## src/rtl/core/hiee_pkg.sv

```systemverilog
`timescale 1ns / 1ps

package hiee_pkg;

   // Stack geometry
   localparam int STACK_DEPTH = 16;
   localparam int ADDR_W      = (STACK_DEPTH > 1) ? $clog2(STACK_DEPTH) : 1;
   localparam int CNT_W       = $clog2(STACK_DEPTH + 1);
   localparam int VALUE_W     = 32;
   localparam int OP_W        = 2;

   // Character codes
   localparam logic [7:0] CHR_MUL   = 8'h2A;
   localparam logic [7:0] CHR_ADD   = 8'h2B;
   localparam logic [7:0] CHR_OPEN  = 8'h28;
   localparam logic [7:0] CHR_CLOSE = 8'h29;
   localparam logic [7:0] CHR_SPACE = 8'h20;
   localparam logic [7:0] CHR_TAB   = 8'h09;
   localparam logic [7:0] CHR_CR    = 8'h0D;
   localparam logic [7:0] CHR_UA    = 8'h41;
   localparam logic [7:0] CHR_UF    = 8'h46;
   localparam logic [7:0] CHR_ZERO  = 8'h30;
   localparam logic [7:0] HEX_TEN   = 8'd10;

   // Operator codes as stored on the operator stack; code order is precedence order
   typedef enum logic [OP_W-1:0] {
      OP_OPEN = 2'd0,
      OP_ADD  = 2'd1,
      OP_MUL  = 2'd2
   } op_type;

   // Which scan drives the operator loop
   typedef enum logic [1:0] {
      MODE_OPER  = 2'd0,
      MODE_CLOSE = 2'd1,
      MODE_END   = 2'd2
   } mode_type;

   typedef enum logic [3:0] {
      ST_IDLE     = 4'd0,
      ST_LOOP_RD  = 4'd1,
      ST_LOOP_CHK = 4'd2,
      ST_RED_A    = 4'd3,
      ST_RED_B    = 4'd4,
      ST_RED_EXEC = 4'd5,
      ST_FIN_RD   = 4'd6,
      ST_FIN_WAIT = 4'd7,
      ST_FIN_OUT  = 4'd8
   } state_type;

   // Operand stack port
   typedef struct packed {
      logic               we;
      logic [ADDR_W-1:0]  waddr;
      logic [VALUE_W-1:0] wdata;
      logic [ADDR_W-1:0]  raddr;
   } opd_mem_req_type;

   // Operator stack port
   typedef struct packed {
      logic              we;
      logic [ADDR_W-1:0] waddr;
      logic [OP_W-1:0]   wdata;
      logic [ADDR_W-1:0] raddr;
   } opr_mem_req_type;

   // Final result handed to the output register
   typedef struct packed {
      logic               load;
      logic [VALUE_W-1:0] value;
      logic               status;
   } result_type;

   function automatic logic is_space(input logic [7:0] sym);
      return (sym == CHR_SPACE) || ((sym >= CHR_TAB) && (sym <= CHR_CR));
   endfunction

   // 'A'..'F' give ten to fifteen, anything else is the code minus '0', wrapped
   function automatic logic [VALUE_W-1:0] operand_value(input logic [7:0] sym);
      logic [VALUE_W-1:0] res;
      if ((sym >= CHR_UA) && (sym <= CHR_UF)) begin
         res = VALUE_W'(sym - CHR_UA + HEX_TEN);
      end else begin
         res = VALUE_W'(sym) - VALUE_W'(CHR_ZERO);
      end
      return res;
   endfunction

endpackage

```

## src/rtl/core/hex_infix_expression_evaluator.sv

```systemverilog
`timescale 1ns / 1ps

// Infix expression evaluator over single hex-digit operands, '+', '*' and parentheses.
// Input channel req_: one character per transfer; req_tuser high marks the end of an
// expression, and req_tdata then carries nothing of use. Result channel rsp_: one
// transfer per end item, carrying the 32-bit wrapped value and the error status.
// Both stacks sit in single-port-write RAMs with a registered read.
// An operand, whitespace or '(' is handled in the accepting cycle; '+', '*' and ')'
// scan the operator stack and apply each operator they pop, or only pop it when fewer
// than two operands are stacked. An end item scans the whole operator stack in the
// same way, dropping open parens, then reads the top operand and loads the result;
// rsp_tvalid rises in the next cycle, together with req_tready. The rate is set by the
// operator stack read loop and the two operand reads each reduction needs on one port.
// Reset clears both stack counts, the error flag and the result valid flag; RAM
// contents are left as they are. A result waits in the output register while
// rsp_tready is low; character items are still taken meanwhile, and the next end item
// is taken but holds the input side until the waiting result is transferred.
module hex_infix_expression_evaluator (
   input  logic        clock,
   input  logic        reset,
   input  logic        req_tvalid,
   output logic        req_tready,
   input  logic [7:0]  req_tdata,   // [7:0] symbol
   input  logic        req_tuser,   // [0] cmd
   output logic        rsp_tvalid,
   input  logic        rsp_tready,
   output logic [31:0] rsp_tdata,   // [31:0] value
   output logic        rsp_tuser    // [0] status
);

   hiee_pkg::result_type             result;
   hiee_pkg::opd_mem_req_type        opd_req;
   hiee_pkg::opr_mem_req_type        opr_req;
   logic [hiee_pkg::VALUE_W-1:0]     opd_rdata;
   logic [hiee_pkg::OP_W-1:0]        opr_rdata;
   logic                             out_busy;
   logic                             rsp_valid_ff, rsp_valid_in;
   logic [hiee_pkg::VALUE_W-1:0]     rsp_value_ff, rsp_value_in;
   logic                             rsp_status_ff, rsp_status_in;

   assign out_busy = rsp_valid_ff && !rsp_tready;

   hiee_ctrl u_ctrl (
      .clock     (clock),
      .reset     (reset),
      .in_valid  (req_tvalid),
      .in_ready  (req_tready),
      .in_cmd    (req_tuser),
      .in_symbol (req_tdata),
      .out_busy  (out_busy),
      .result    (result),
      .opd_req   (opd_req),
      .opd_rdata (opd_rdata),
      .opr_req   (opr_req),
      .opr_rdata (opr_rdata)
   );

   hiee_ram #(
      .WIDTH (hiee_pkg::VALUE_W),
      .DEPTH (hiee_pkg::STACK_DEPTH)
   ) u_opd_ram (
      .clock (clock),
      .we    (opd_req.we),
      .waddr (opd_req.waddr),
      .wdata (opd_req.wdata),
      .raddr (opd_req.raddr),
      .rdata (opd_rdata)
   );

   hiee_ram #(
      .WIDTH (hiee_pkg::OP_W),
      .DEPTH (hiee_pkg::STACK_DEPTH)
   ) u_opr_ram (
      .clock (clock),
      .we    (opr_req.we),
      .waddr (opr_req.waddr),
      .wdata (opr_req.wdata),
      .raddr (opr_req.raddr),
      .rdata (opr_rdata)
   );

   // Load a new result, drop the old one once transferred
   always_comb begin
      rsp_valid_in  = rsp_valid_ff;
      rsp_value_in  = rsp_value_ff;
      rsp_status_in = rsp_status_ff;
      if (result.load) begin
         rsp_valid_in  = 1'b1;
         rsp_value_in  = result.value;
         rsp_status_in = result.status;
      end else if (rsp_valid_ff && rsp_tready) begin
         rsp_valid_in = 1'b0;
      end
   end

   always_ff @(posedge clock) begin
      if (reset) begin
         rsp_valid_ff <= 1'b0;
      end else begin
         rsp_valid_ff <= rsp_valid_in;
      end
   end

   always_ff @(posedge clock) begin
      rsp_value_ff  <= rsp_value_in;
      rsp_status_ff <= rsp_status_in;
   end

   assign rsp_tvalid = rsp_valid_ff;
   assign rsp_tdata  = rsp_value_ff;
   assign rsp_tuser  = rsp_status_ff;

endmodule

```

## src/rtl/core/hiee_ram.sv

```systemverilog
`timescale 1ns / 1ps

module hiee_ram #(
   parameter int WIDTH = 32,
   parameter int DEPTH = 16
) (
   input  logic                                       clock,
   input  logic                                       we,
   input  logic [((DEPTH > 1) ? $clog2(DEPTH) : 1)-1:0] waddr,
   input  logic [WIDTH-1:0]                           wdata,
   input  logic [((DEPTH > 1) ? $clog2(DEPTH) : 1)-1:0] raddr,
   output logic [WIDTH-1:0]                           rdata
);

   logic [WIDTH-1:0] mem_ff [DEPTH];

   // Write one entry, register the read
   always_ff @(posedge clock) begin
      if (we) begin
         mem_ff[waddr] <= wdata;
      end
      rdata <= mem_ff[raddr];
   end

endmodule

```

## src/rtl/core/hiee_ctrl.sv

```systemverilog
`timescale 1ns / 1ps

module hiee_ctrl (
   input  logic                             clock,
   input  logic                             reset,
   input  logic                             in_valid,
   output logic                             in_ready,
   input  logic                             in_cmd,
   input  logic [7:0]                       in_symbol,
   input  logic                             out_busy,
   output hiee_pkg::result_type             result,
   output hiee_pkg::opd_mem_req_type        opd_req,
   input  logic [hiee_pkg::VALUE_W-1:0]     opd_rdata,
   output hiee_pkg::opr_mem_req_type        opr_req,
   input  logic [hiee_pkg::OP_W-1:0]        opr_rdata
);

   hiee_pkg::state_type              state_ff, state_in;
   hiee_pkg::mode_type               mode_ff, mode_in;
   hiee_pkg::op_type                 op_ff, op_in;
   logic [hiee_pkg::CNT_W-1:0]       opd_cnt_ff, opd_cnt_in;
   logic [hiee_pkg::CNT_W-1:0]       opr_cnt_ff, opr_cnt_in;
   logic                             err_ff, err_in;
   logic [hiee_pkg::VALUE_W-1:0]     a_ff, a_in;
   logic [hiee_pkg::VALUE_W-1:0]     value_ff, value_in;

   logic                             accept;
   logic                             sym_space, sym_oper, sym_open, sym_close;
   logic [hiee_pkg::CNT_W-1:0]       opd_m1, opd_m2, opr_m1;
   logic                             opd_full, opr_full, opr_empty, opd_short;
   logic                             top_open, reduce_now;

   assign accept    = in_valid && in_ready;
   assign in_ready  = (state_ff == hiee_pkg::ST_IDLE);

   // Character decode
   assign sym_space = hiee_pkg::is_space(in_symbol);
   assign sym_oper  = (in_symbol == hiee_pkg::CHR_ADD) || (in_symbol == hiee_pkg::CHR_MUL);
   assign sym_open  = (in_symbol == hiee_pkg::CHR_OPEN);
   assign sym_close = (in_symbol == hiee_pkg::CHR_CLOSE);

   // Stack pointers and limits
   assign opd_m1    = opd_cnt_ff - hiee_pkg::CNT_W'(1);
   assign opd_m2    = opd_cnt_ff - hiee_pkg::CNT_W'(2);
   assign opr_m1    = opr_cnt_ff - hiee_pkg::CNT_W'(1);
   assign opd_full  = (opd_cnt_ff >= hiee_pkg::CNT_W'(hiee_pkg::STACK_DEPTH));
   assign opr_full  = (opr_cnt_ff >= hiee_pkg::CNT_W'(hiee_pkg::STACK_DEPTH));
   assign opr_empty = (opr_cnt_ff == '0);
   assign opd_short = (opd_cnt_ff < hiee_pkg::CNT_W'(2));

   // Decide whether the operator on top must be applied now
   assign top_open   = (opr_rdata == hiee_pkg::OP_OPEN);
   assign reduce_now = (mode_ff == hiee_pkg::MODE_OPER) ? (opr_rdata >= op_ff) : !top_open;

   // Next state
   always_comb begin
      state_in = state_ff;
      case (state_ff)
         hiee_pkg::ST_IDLE: begin
            if (accept) begin
               if (in_cmd) begin
                  state_in = hiee_pkg::ST_LOOP_RD;
               end else if (!sym_space && (sym_oper || sym_close)) begin
                  state_in = hiee_pkg::ST_LOOP_RD;
               end
            end
         end
         hiee_pkg::ST_LOOP_RD: begin
            if (!opr_empty) begin
               state_in = hiee_pkg::ST_LOOP_CHK;
            end else if (mode_ff == hiee_pkg::MODE_END) begin
               state_in = hiee_pkg::ST_FIN_RD;
            end else begin
               state_in = hiee_pkg::ST_IDLE;
            end
         end
         hiee_pkg::ST_LOOP_CHK: begin
            if (reduce_now) begin
               state_in = opd_short ? hiee_pkg::ST_LOOP_RD : hiee_pkg::ST_RED_A;
            end else if (mode_ff == hiee_pkg::MODE_END) begin
               state_in = hiee_pkg::ST_LOOP_RD;
            end else begin
               state_in = hiee_pkg::ST_IDLE;
            end
         end
         hiee_pkg::ST_RED_A:    state_in = hiee_pkg::ST_RED_B;
         hiee_pkg::ST_RED_B:    state_in = hiee_pkg::ST_RED_EXEC;
         hiee_pkg::ST_RED_EXEC: state_in = hiee_pkg::ST_LOOP_RD;
         hiee_pkg::ST_FIN_RD: begin
            state_in = (opd_cnt_ff != '0) ? hiee_pkg::ST_FIN_WAIT : hiee_pkg::ST_FIN_OUT;
         end
         hiee_pkg::ST_FIN_WAIT: state_in = hiee_pkg::ST_FIN_OUT;
         hiee_pkg::ST_FIN_OUT: begin
            if (!out_busy) begin
               state_in = hiee_pkg::ST_IDLE;
            end
         end
         default: state_in = hiee_pkg::ST_IDLE;
      endcase
   end

   // Datapath, stack counts and memory requests
   always_comb begin
      mode_in       = mode_ff;
      op_in         = op_ff;
      opd_cnt_in    = opd_cnt_ff;
      opr_cnt_in    = opr_cnt_ff;
      err_in        = err_ff;
      a_in          = a_ff;
      value_in      = value_ff;
      opd_req.we    = 1'b0;
      opd_req.waddr = opd_cnt_ff[hiee_pkg::ADDR_W-1:0];
      opd_req.wdata = hiee_pkg::operand_value(in_symbol);
      opd_req.raddr = opd_m1[hiee_pkg::ADDR_W-1:0];
      opr_req.we    = 1'b0;
      opr_req.waddr = opr_cnt_ff[hiee_pkg::ADDR_W-1:0];
      opr_req.wdata = op_ff;
      opr_req.raddr = opr_m1[hiee_pkg::ADDR_W-1:0];
      result.load   = 1'b0;
      result.value  = value_ff;
      result.status = err_ff;
      case (state_ff)
         hiee_pkg::ST_IDLE: begin
            if (accept) begin
               if (in_cmd) begin
                  mode_in = hiee_pkg::MODE_END;
               end else if (sym_space) begin
                  // skip whitespace
               end else if (sym_oper) begin
                  mode_in = hiee_pkg::MODE_OPER;
                  op_in   = (in_symbol == hiee_pkg::CHR_MUL) ? hiee_pkg::OP_MUL
                                                             : hiee_pkg::OP_ADD;
               end else if (sym_open) begin
                  // push open paren
                  opr_req.wdata = hiee_pkg::OP_OPEN;
                  if (opr_full) begin
                     err_in = 1'b1;
                  end else begin
                     opr_req.we = 1'b1;
                     opr_cnt_in = opr_cnt_ff + hiee_pkg::CNT_W'(1);
                  end
               end else if (sym_close) begin
                  mode_in = hiee_pkg::MODE_CLOSE;
               end else begin
                  // push operand
                  if (opd_full) begin
                     err_in = 1'b1;
                  end else begin
                     opd_req.we = 1'b1;
                     opd_cnt_in = opd_cnt_ff + hiee_pkg::CNT_W'(1);
                  end
               end
            end
         end
         hiee_pkg::ST_LOOP_RD: begin
            if (opr_empty) begin
               if (mode_ff == hiee_pkg::MODE_OPER) begin
                  opr_req.we = 1'b1;
                  opr_cnt_in = opr_cnt_ff + hiee_pkg::CNT_W'(1);
               end else if (mode_ff == hiee_pkg::MODE_CLOSE) begin
                  err_in = 1'b1;
               end
            end
         end
         hiee_pkg::ST_LOOP_CHK: begin
            if (reduce_now) begin
               // pop the operator; too few operands flags an error
               opr_cnt_in = opr_m1;
               op_in      = (mode_ff == hiee_pkg::MODE_OPER) ? op_ff
                                                             : hiee_pkg::op_type'(opr_rdata);
               if (opd_short) begin
                  err_in = 1'b1;
               end
               // keep the pending operator, borrow a_ff for the one applied
               a_in = hiee_pkg::VALUE_W'(opr_rdata);
            end else if (mode_ff == hiee_pkg::MODE_OPER) begin
               if (opr_full) begin
                  err_in = 1'b1;
               end else begin
                  opr_req.we = 1'b1;
                  opr_cnt_in = opr_cnt_ff + hiee_pkg::CNT_W'(1);
               end
            end else begin
               // drop the open paren
               opr_cnt_in = opr_m1;
            end
         end
         hiee_pkg::ST_RED_A: begin
            // a_ff holds the code of the operator being applied
            value_in = a_ff;
         end
         hiee_pkg::ST_RED_B: begin
            opd_req.raddr = opd_m2[hiee_pkg::ADDR_W-1:0];
            a_in          = opd_rdata;
         end
         hiee_pkg::ST_RED_EXEC: begin
            opd_req.we    = 1'b1;
            opd_req.waddr = opd_m2[hiee_pkg::ADDR_W-1:0];
            if (value_ff[hiee_pkg::OP_W-1:0] == hiee_pkg::OP_MUL) begin
               opd_req.wdata = a_ff * opd_rdata;
            end else begin
               opd_req.wdata = a_ff + opd_rdata;
            end
            opd_cnt_in = opd_m1;
         end
         hiee_pkg::ST_FIN_RD: begin
            value_in = '0;
         end
         hiee_pkg::ST_FIN_WAIT: begin
            value_in = opd_rdata;
         end
         hiee_pkg::ST_FIN_OUT: begin
            if (!out_busy) begin
               result.load = 1'b1;
               opd_cnt_in  = '0;
               opr_cnt_in  = '0;
               err_in      = 1'b0;
            end
         end
         default: begin
         end
      endcase
   end

   // Control state
   always_ff @(posedge clock) begin
      if (reset) begin
         state_ff   <= hiee_pkg::ST_IDLE;
         opd_cnt_ff <= '0;
         opr_cnt_ff <= '0;
         err_ff     <= 1'b0;
         mode_ff    <= hiee_pkg::MODE_OPER;
         op_ff      <= hiee_pkg::OP_ADD;
      end else begin
         state_ff   <= state_in;
         opd_cnt_ff <= opd_cnt_in;
         opr_cnt_ff <= opr_cnt_in;
         err_ff     <= err_in;
         mode_ff    <= mode_in;
         op_ff      <= op_in;
      end
   end

   // Operand holding registers
   always_ff @(posedge clock) begin
      a_ff     <= a_in;
      value_ff <= value_in;
   end

endmodule

```

## config.mk

```make
export PLATFORM = sky130hd
export DESIGN_NAME = hex_infix_expression_evaluator
export DESIGN_NICKNAME = d
export VERILOG_FILES = /design/src/rtl/core/hiee_pkg.sv /design/src/rtl/core/hex_infix_expression_evaluator.sv /design/src/rtl/core/hiee_ram.sv /design/src/rtl/core/hiee_ctrl.sv
export SDC_FILE = /design/constraint.sdc
export NUM_CORES = 2
export LEC_CHECK = 0
export BUFFER_PORTS_ARGS = -buffer_cell sky130_fd_sc_hd__buf_2
export CORE_MARGIN = 3
export CORE_UTILIZATION = 30
export DETAILED_ROUTE_END_ITERATION = 16
export PLACE_DENSITY = 0.48
export SYNTH_ARGS = -nofsm -noshare
export SYNTH_HDL_FRONTEND = slang
export SYNTH_SLANG_ARGS = --single-unit
```

## constraint.sdc

```tcl
create_clock -name clock -period 11.1 [get_ports clock]
set_input_delay 1.11 -clock clock [delete_from_list [all_inputs] [get_ports clock]]
set_output_delay 1.11 -clock clock [all_outputs]
set_load 0.01 [all_outputs]
```

**After elaboration in Yosys (flattened, before gate mapping)**

Memory sizes are Yosys's and may differ from the RTL's. A register that Yosys moved wholly into a read port is not among the register bits.
Index checks and enable logic that the tools add are counted.

- Bits in registers: 117
- Latch bits: 0
- Memory bits (writable): 544
- Bits in read-only memories: 0
- Word-level logic and storage cells: 202
- Memories: 2

- Add/sub/neg operators: 9
- Multiply operators: 1
- Div/mod/pow operators: 0
- Magnitude comparators: 8
- Equality and inequality tests: 39
- Shifts and indexed selects: 0
- Muxes and demuxes: 101
- Bitwise gates (word level): 0
- Reductions and logical operators: 31

Memories:

| name | depth | bits a word | rd ports | clocked after Yosys merged registers in | write ports | line | RTL |
|---|---|---|---|---|---|---|---|
| u_opd_ram.mem_ff | 16 | 32 | 1 | 1 | 1 | hiee_ram.sv:15 | `logic [WIDTH-1:0] mem_ff [DEPTH];` |
| u_opr_ram.mem_ff | 16 | 2 | 1 | 1 | 1 | hiee_ram.sv:15 |  |

Operator list:

| operator | number |
|---|---|
| $mux 32 | 3 |
| $pmux 32 s3 | 1 |
| $mux 5 | 18 |
| $pmux 32 s2 | 1 |
| $mux 1 | 42 |
| $eq 8x6->1 const B | 5 |
| $mux 2 | 19 |
| $mux 36 | 1 |
| $pmux 4 s9 | 1 |
| $add 32x32->32 | 1 |
| $add 32x4->32 const B | 1 |
| $mul 32x32->32 | 1 |
| $mux 4 | 8 |
| $ne 2x2->1 const B | 13 |
| $pmux 5 s4 | 1 |
| $reduce_and 9->1 | 2 |
| $eq 4x3->1 const B | 4 |
| $pmux 5 s3 | 1 |
| $reduce_and 13->1 | 1 |
| $add 5x1->5 const B | 2 |
| $ge 5x5->1 const B | 2 |
| $sub 5x1->5 const B | 2 |
| $ne 3x3->1 const B | 3 |
| $reduce_bool 3->1 | 3 |
| 35 further kinds | 53 |

**Logic depth before layout (Yosys ltp)**

- Word-level depth: 11
- Depth in mapped cells: 27
- Depth with buffers taken out: 25

**Modules after synthesis**

From an unflattened synthesis, not the netlist that was laid out.

- Cells, all modules: 3570
- Area total of the unflattened synthesis: 45073.2 sq um

Modules (own cells, without submodules):

| module | instances | cells an instance | area an instance (sq um) | sequential area each (sq um) |
|---|---|---|---|---|
| hiee_ctrl | 1 | 2618 | 22821.9 | 2302.2 |
| hiee_ram at u_opd_ram | 1 | 838 | 19836.5 | 16015.4 |
| hiee_ram at u_opr_ram | 1 | 78 | 1380.1 | 1001.0 |
| hex_infix_expression_evaluator | 1 | 36 | 1034.7 | 1011.0 |

**Worst setup path before layout**

Ideal clock, no wire load.

- Path type: reg2reg
- From: register u_opd_ram.rdata[5], read port of u_opd_ram.mem_ff
- To: memory u_opd_ram.mem_ff[0][30] (data pin)
- Library setup time: 0.340 ns
- Arrival: 7.373 ns
- Setup slack: 3.387 ns
- Cell stages (with the launch flop): 26
- Cell sequence: dfxtp_1 > clkbuf_1 > clkbuf_1 > and2_1 > fa_1 > fa_1 > fa_1 > inv_1 > fa_1 > inv_1 > fa_1 > inv_1 > fa_1 > inv_1 > fa_1 > fa_1 > ha_1 > a21o_1 > a211oi_1 > o21bai_1 > a21o_1 > a211oi_1 > a21oi_1 > o41ai_1 > xor2_1 > a211oi_1

RTL lines:

| item | line | RTL |
|---|---|---|
| start: declaration | hiee_ram.sv:12 | `output logic [WIDTH-1:0] rdata` |
| end: declaration | hiee_ram.sv:15 |  |

==> flow_summary.toml <==
[sta]
fin_crit_sh = 0.778
skew_ns = 0.0362
max_freq_mhz = 116
final-setup-viol-count = 0
worst_slew_pin_slew_ns = 1.35
fin_setup_tns_ns = 0
setup_ws_ns = 2.47
hold_viol = 0
fin_crit_ns = 8.63
slew_headroom = 0.103
rsz0062_at_grt = "false"
maxSlewViolCount = 0

[critical_path]
cpPeakStageDelay_ns = 1.00
crit_cells = 23
reg2reg_slack_ns = 2.47
start_kind = "register"
required_ns = 11.39
end_kind = "register"
arrival_ns = 8.92
crit_family = "adder cells"
reg2regPathDepth = 23
worstPathCellList = "and2_1, fa_1, fa_1, fa_1, inv_1, fa_1, inv_1, fa_1, inv_1, fa_1, inv_1, fa_1, fa_1, ha_1, and4_1, nand4_1, nor3_1, nand3_1, nand3_1, a21oi_1, xnor2_1, nor2_1, a211oi_2"
slowest_stage = "edfxtp_1"
crit_top_cell = "fa_1"
worstSetupPathType = "register to register"
worst-path-buf-inv = 4
crit_path_max_fanout = 22

[detailed_routing]
num_vias = 27879
first_pass_iters = 7
drtIter0Drc = 2317
wl_per_cell_um = 22.7
drc = 0
routed_via_density = 4.85
postRouteWirelength_um = 131000
antenna_left = 0

[die]
num_rows = 142
die_area_sq_mm = 0.157
fp.dieH_um = 396
die_w_um = 396
io-pin-count = 48
core_sq_mm = 0.150
start_util = 0.303

[clock_tree]
cts_sinks = 695
cts_resized = 0
postCtsSetupBuffers = 0
cts_max_level = 3
cts_buffer_depth = 3
clk_pin_slew_ns = 0.06
hold_buffers = 0
clk_latency_ns = 0.66
tritoncts.num_buffers = 79
cts_root_buf = "clkbuf_16"
tritoncts = "built"

[cells_and_area]
final_nets = 4267
area_growth_pct = 12.1
drive_gt1_frac = 0.122

[global_route]
antenna_found_initial = 16
grt_max_degree = 113
grt_first_pass_wirelength_um = 196000
grt.overflow.total = 0
first_global_vias = 29389
grt_use_total = 0.168

[synthesis]
syn_nets = 4232
ys_ff_latch = 695
synth.avg_cell_area_sq_um = 12.6
synth.most_common_cell = "edfxtp_1"
ys_types = 83
synth_edf_count = 641
synth_warnings = 0
synth-main-ff-cell = "edfxtp_1"
syn_area_sq_mm = 0.0456
synthArstFlopShare = 0
synth_area_leaders = "edfxtp_1 42%, fa_1 18%, mux4_2 6.8%"
ys_top_cells_by_count = "641 x edfxtp_1, 420 x inv_1, 409 x fa_1, 385 x nand2_1, 310 x and2_1"
synth_area_leader_cell = "edfxtp_1"
synth_top_cell_area_share = 0.422
seq_area_frac_synth = 0.446
netlist_instances = 3626

[placed_design]
numPortBuffers = 47
place_ws_ns = 2.54
dpl.hpwl_um = 85400
gp_congestion = 0.849

[worst_hold_path]
worstHoldPathType = "register to register"
min_path_cells = 0

[flow_run]
cap_violations = 0

[status]
status = "complete, no violations"
## final cells by class
cell class                 count  area, sq um
multi-input combinational   2322        23100
antenna                        6         15.0
fill                       14979        99200
tap                         2016         2520
clock buffer                  97         2110
clock inverter                50          493
timing repair buffer         143          968
sequential                   695        20300
inverter                     420         1580
## per-stage QoR
step | util | hold slack (ns) | instance area [sq um] | instances
floorplan | - | 0.400 | 45600 | 3626
global placement | 0.322 | 0.404 | 48500 | 5596
detailed placement | 0.322 | 0.405 | 48500 | 5596
CTS | 0.340 | 0.413 | 51100 | 5743
global route | 0.340 | 0.421 | 51100 | 5744
finish | 0.340 | 0.409 | 51100 | 5749
## worst paths after layout
kind | start | to
worst min register to register | u_ctrl.value_ff[9] | rsp_tdata[9]
worst min-delay path | u_ctrl.value_ff[9] | rsp_tdata[9]
worst max register to register | u_ctrl.a_ff[11] | u_opd_ram.mem_ff[15][27]
worst max-delay path | u_ctrl.a_ff[11] | u_opd_ram.mem_ff[15][27]
## cells in the final DEF (no fill, tap or decap), drive strengths merged, types with 25 or more instances in the layout
cell type,count
clkinv,35
xnor2,92
inv,426
nor2b,42
buf,143
a21o,25
xor2,37
mux4,138
nand2,385
a21oi,128
fa,409
nor3,31
ha,184
nor2,124
o21ai,93
and2,310
clkbuf,97
a211oi,66
dfxtp,54
edfxtp,641
mux2i,41
## registers in the layout, summed over array words and instances (netlist names), 4 cells and up
name,cells
u_ctrl.a_ff,32
u_opd_ram.rdata,32
u_ctrl.opd_cnt_ff,5
u_ctrl.value_ff,32
u_opr_ram.mem_ff,32
rsp_tdata,32
u_ctrl.state_ff,4
u_ctrl.opr_cnt_ff,5
u_opd_ram.mem_ff,512
## logic make-up (layout without fill, tap and decap cells)
logic type	after synthesis	count (layout)	share of synthesized area
buf+inv	609	710	0.0524
simple gates	984	984	0.107
xor+xnor	129	129	0.0248
other cells	0	6	0
flops	695	695	0.446
fa+ha+maj	593	593	0.230
mux	181	181	0.0777
compound gates	435	435	0.0618
## routing by layer
layer  routed length [um]  vias up  global-route usage  share of wire
li1                     -    12512                   -              -
met4                 3560        6              0.0500          0.027
met2                62400      658               0.277           0.48
met3                 6290      151              0.0244          0.048
met1                58400    14552               0.230           0.45
met5                   44        -                   0        0.00034
Power is left out: the tool's default activity adds up to more than one toggle a clock period on the data nets, which glitch-free logic cannot reach.
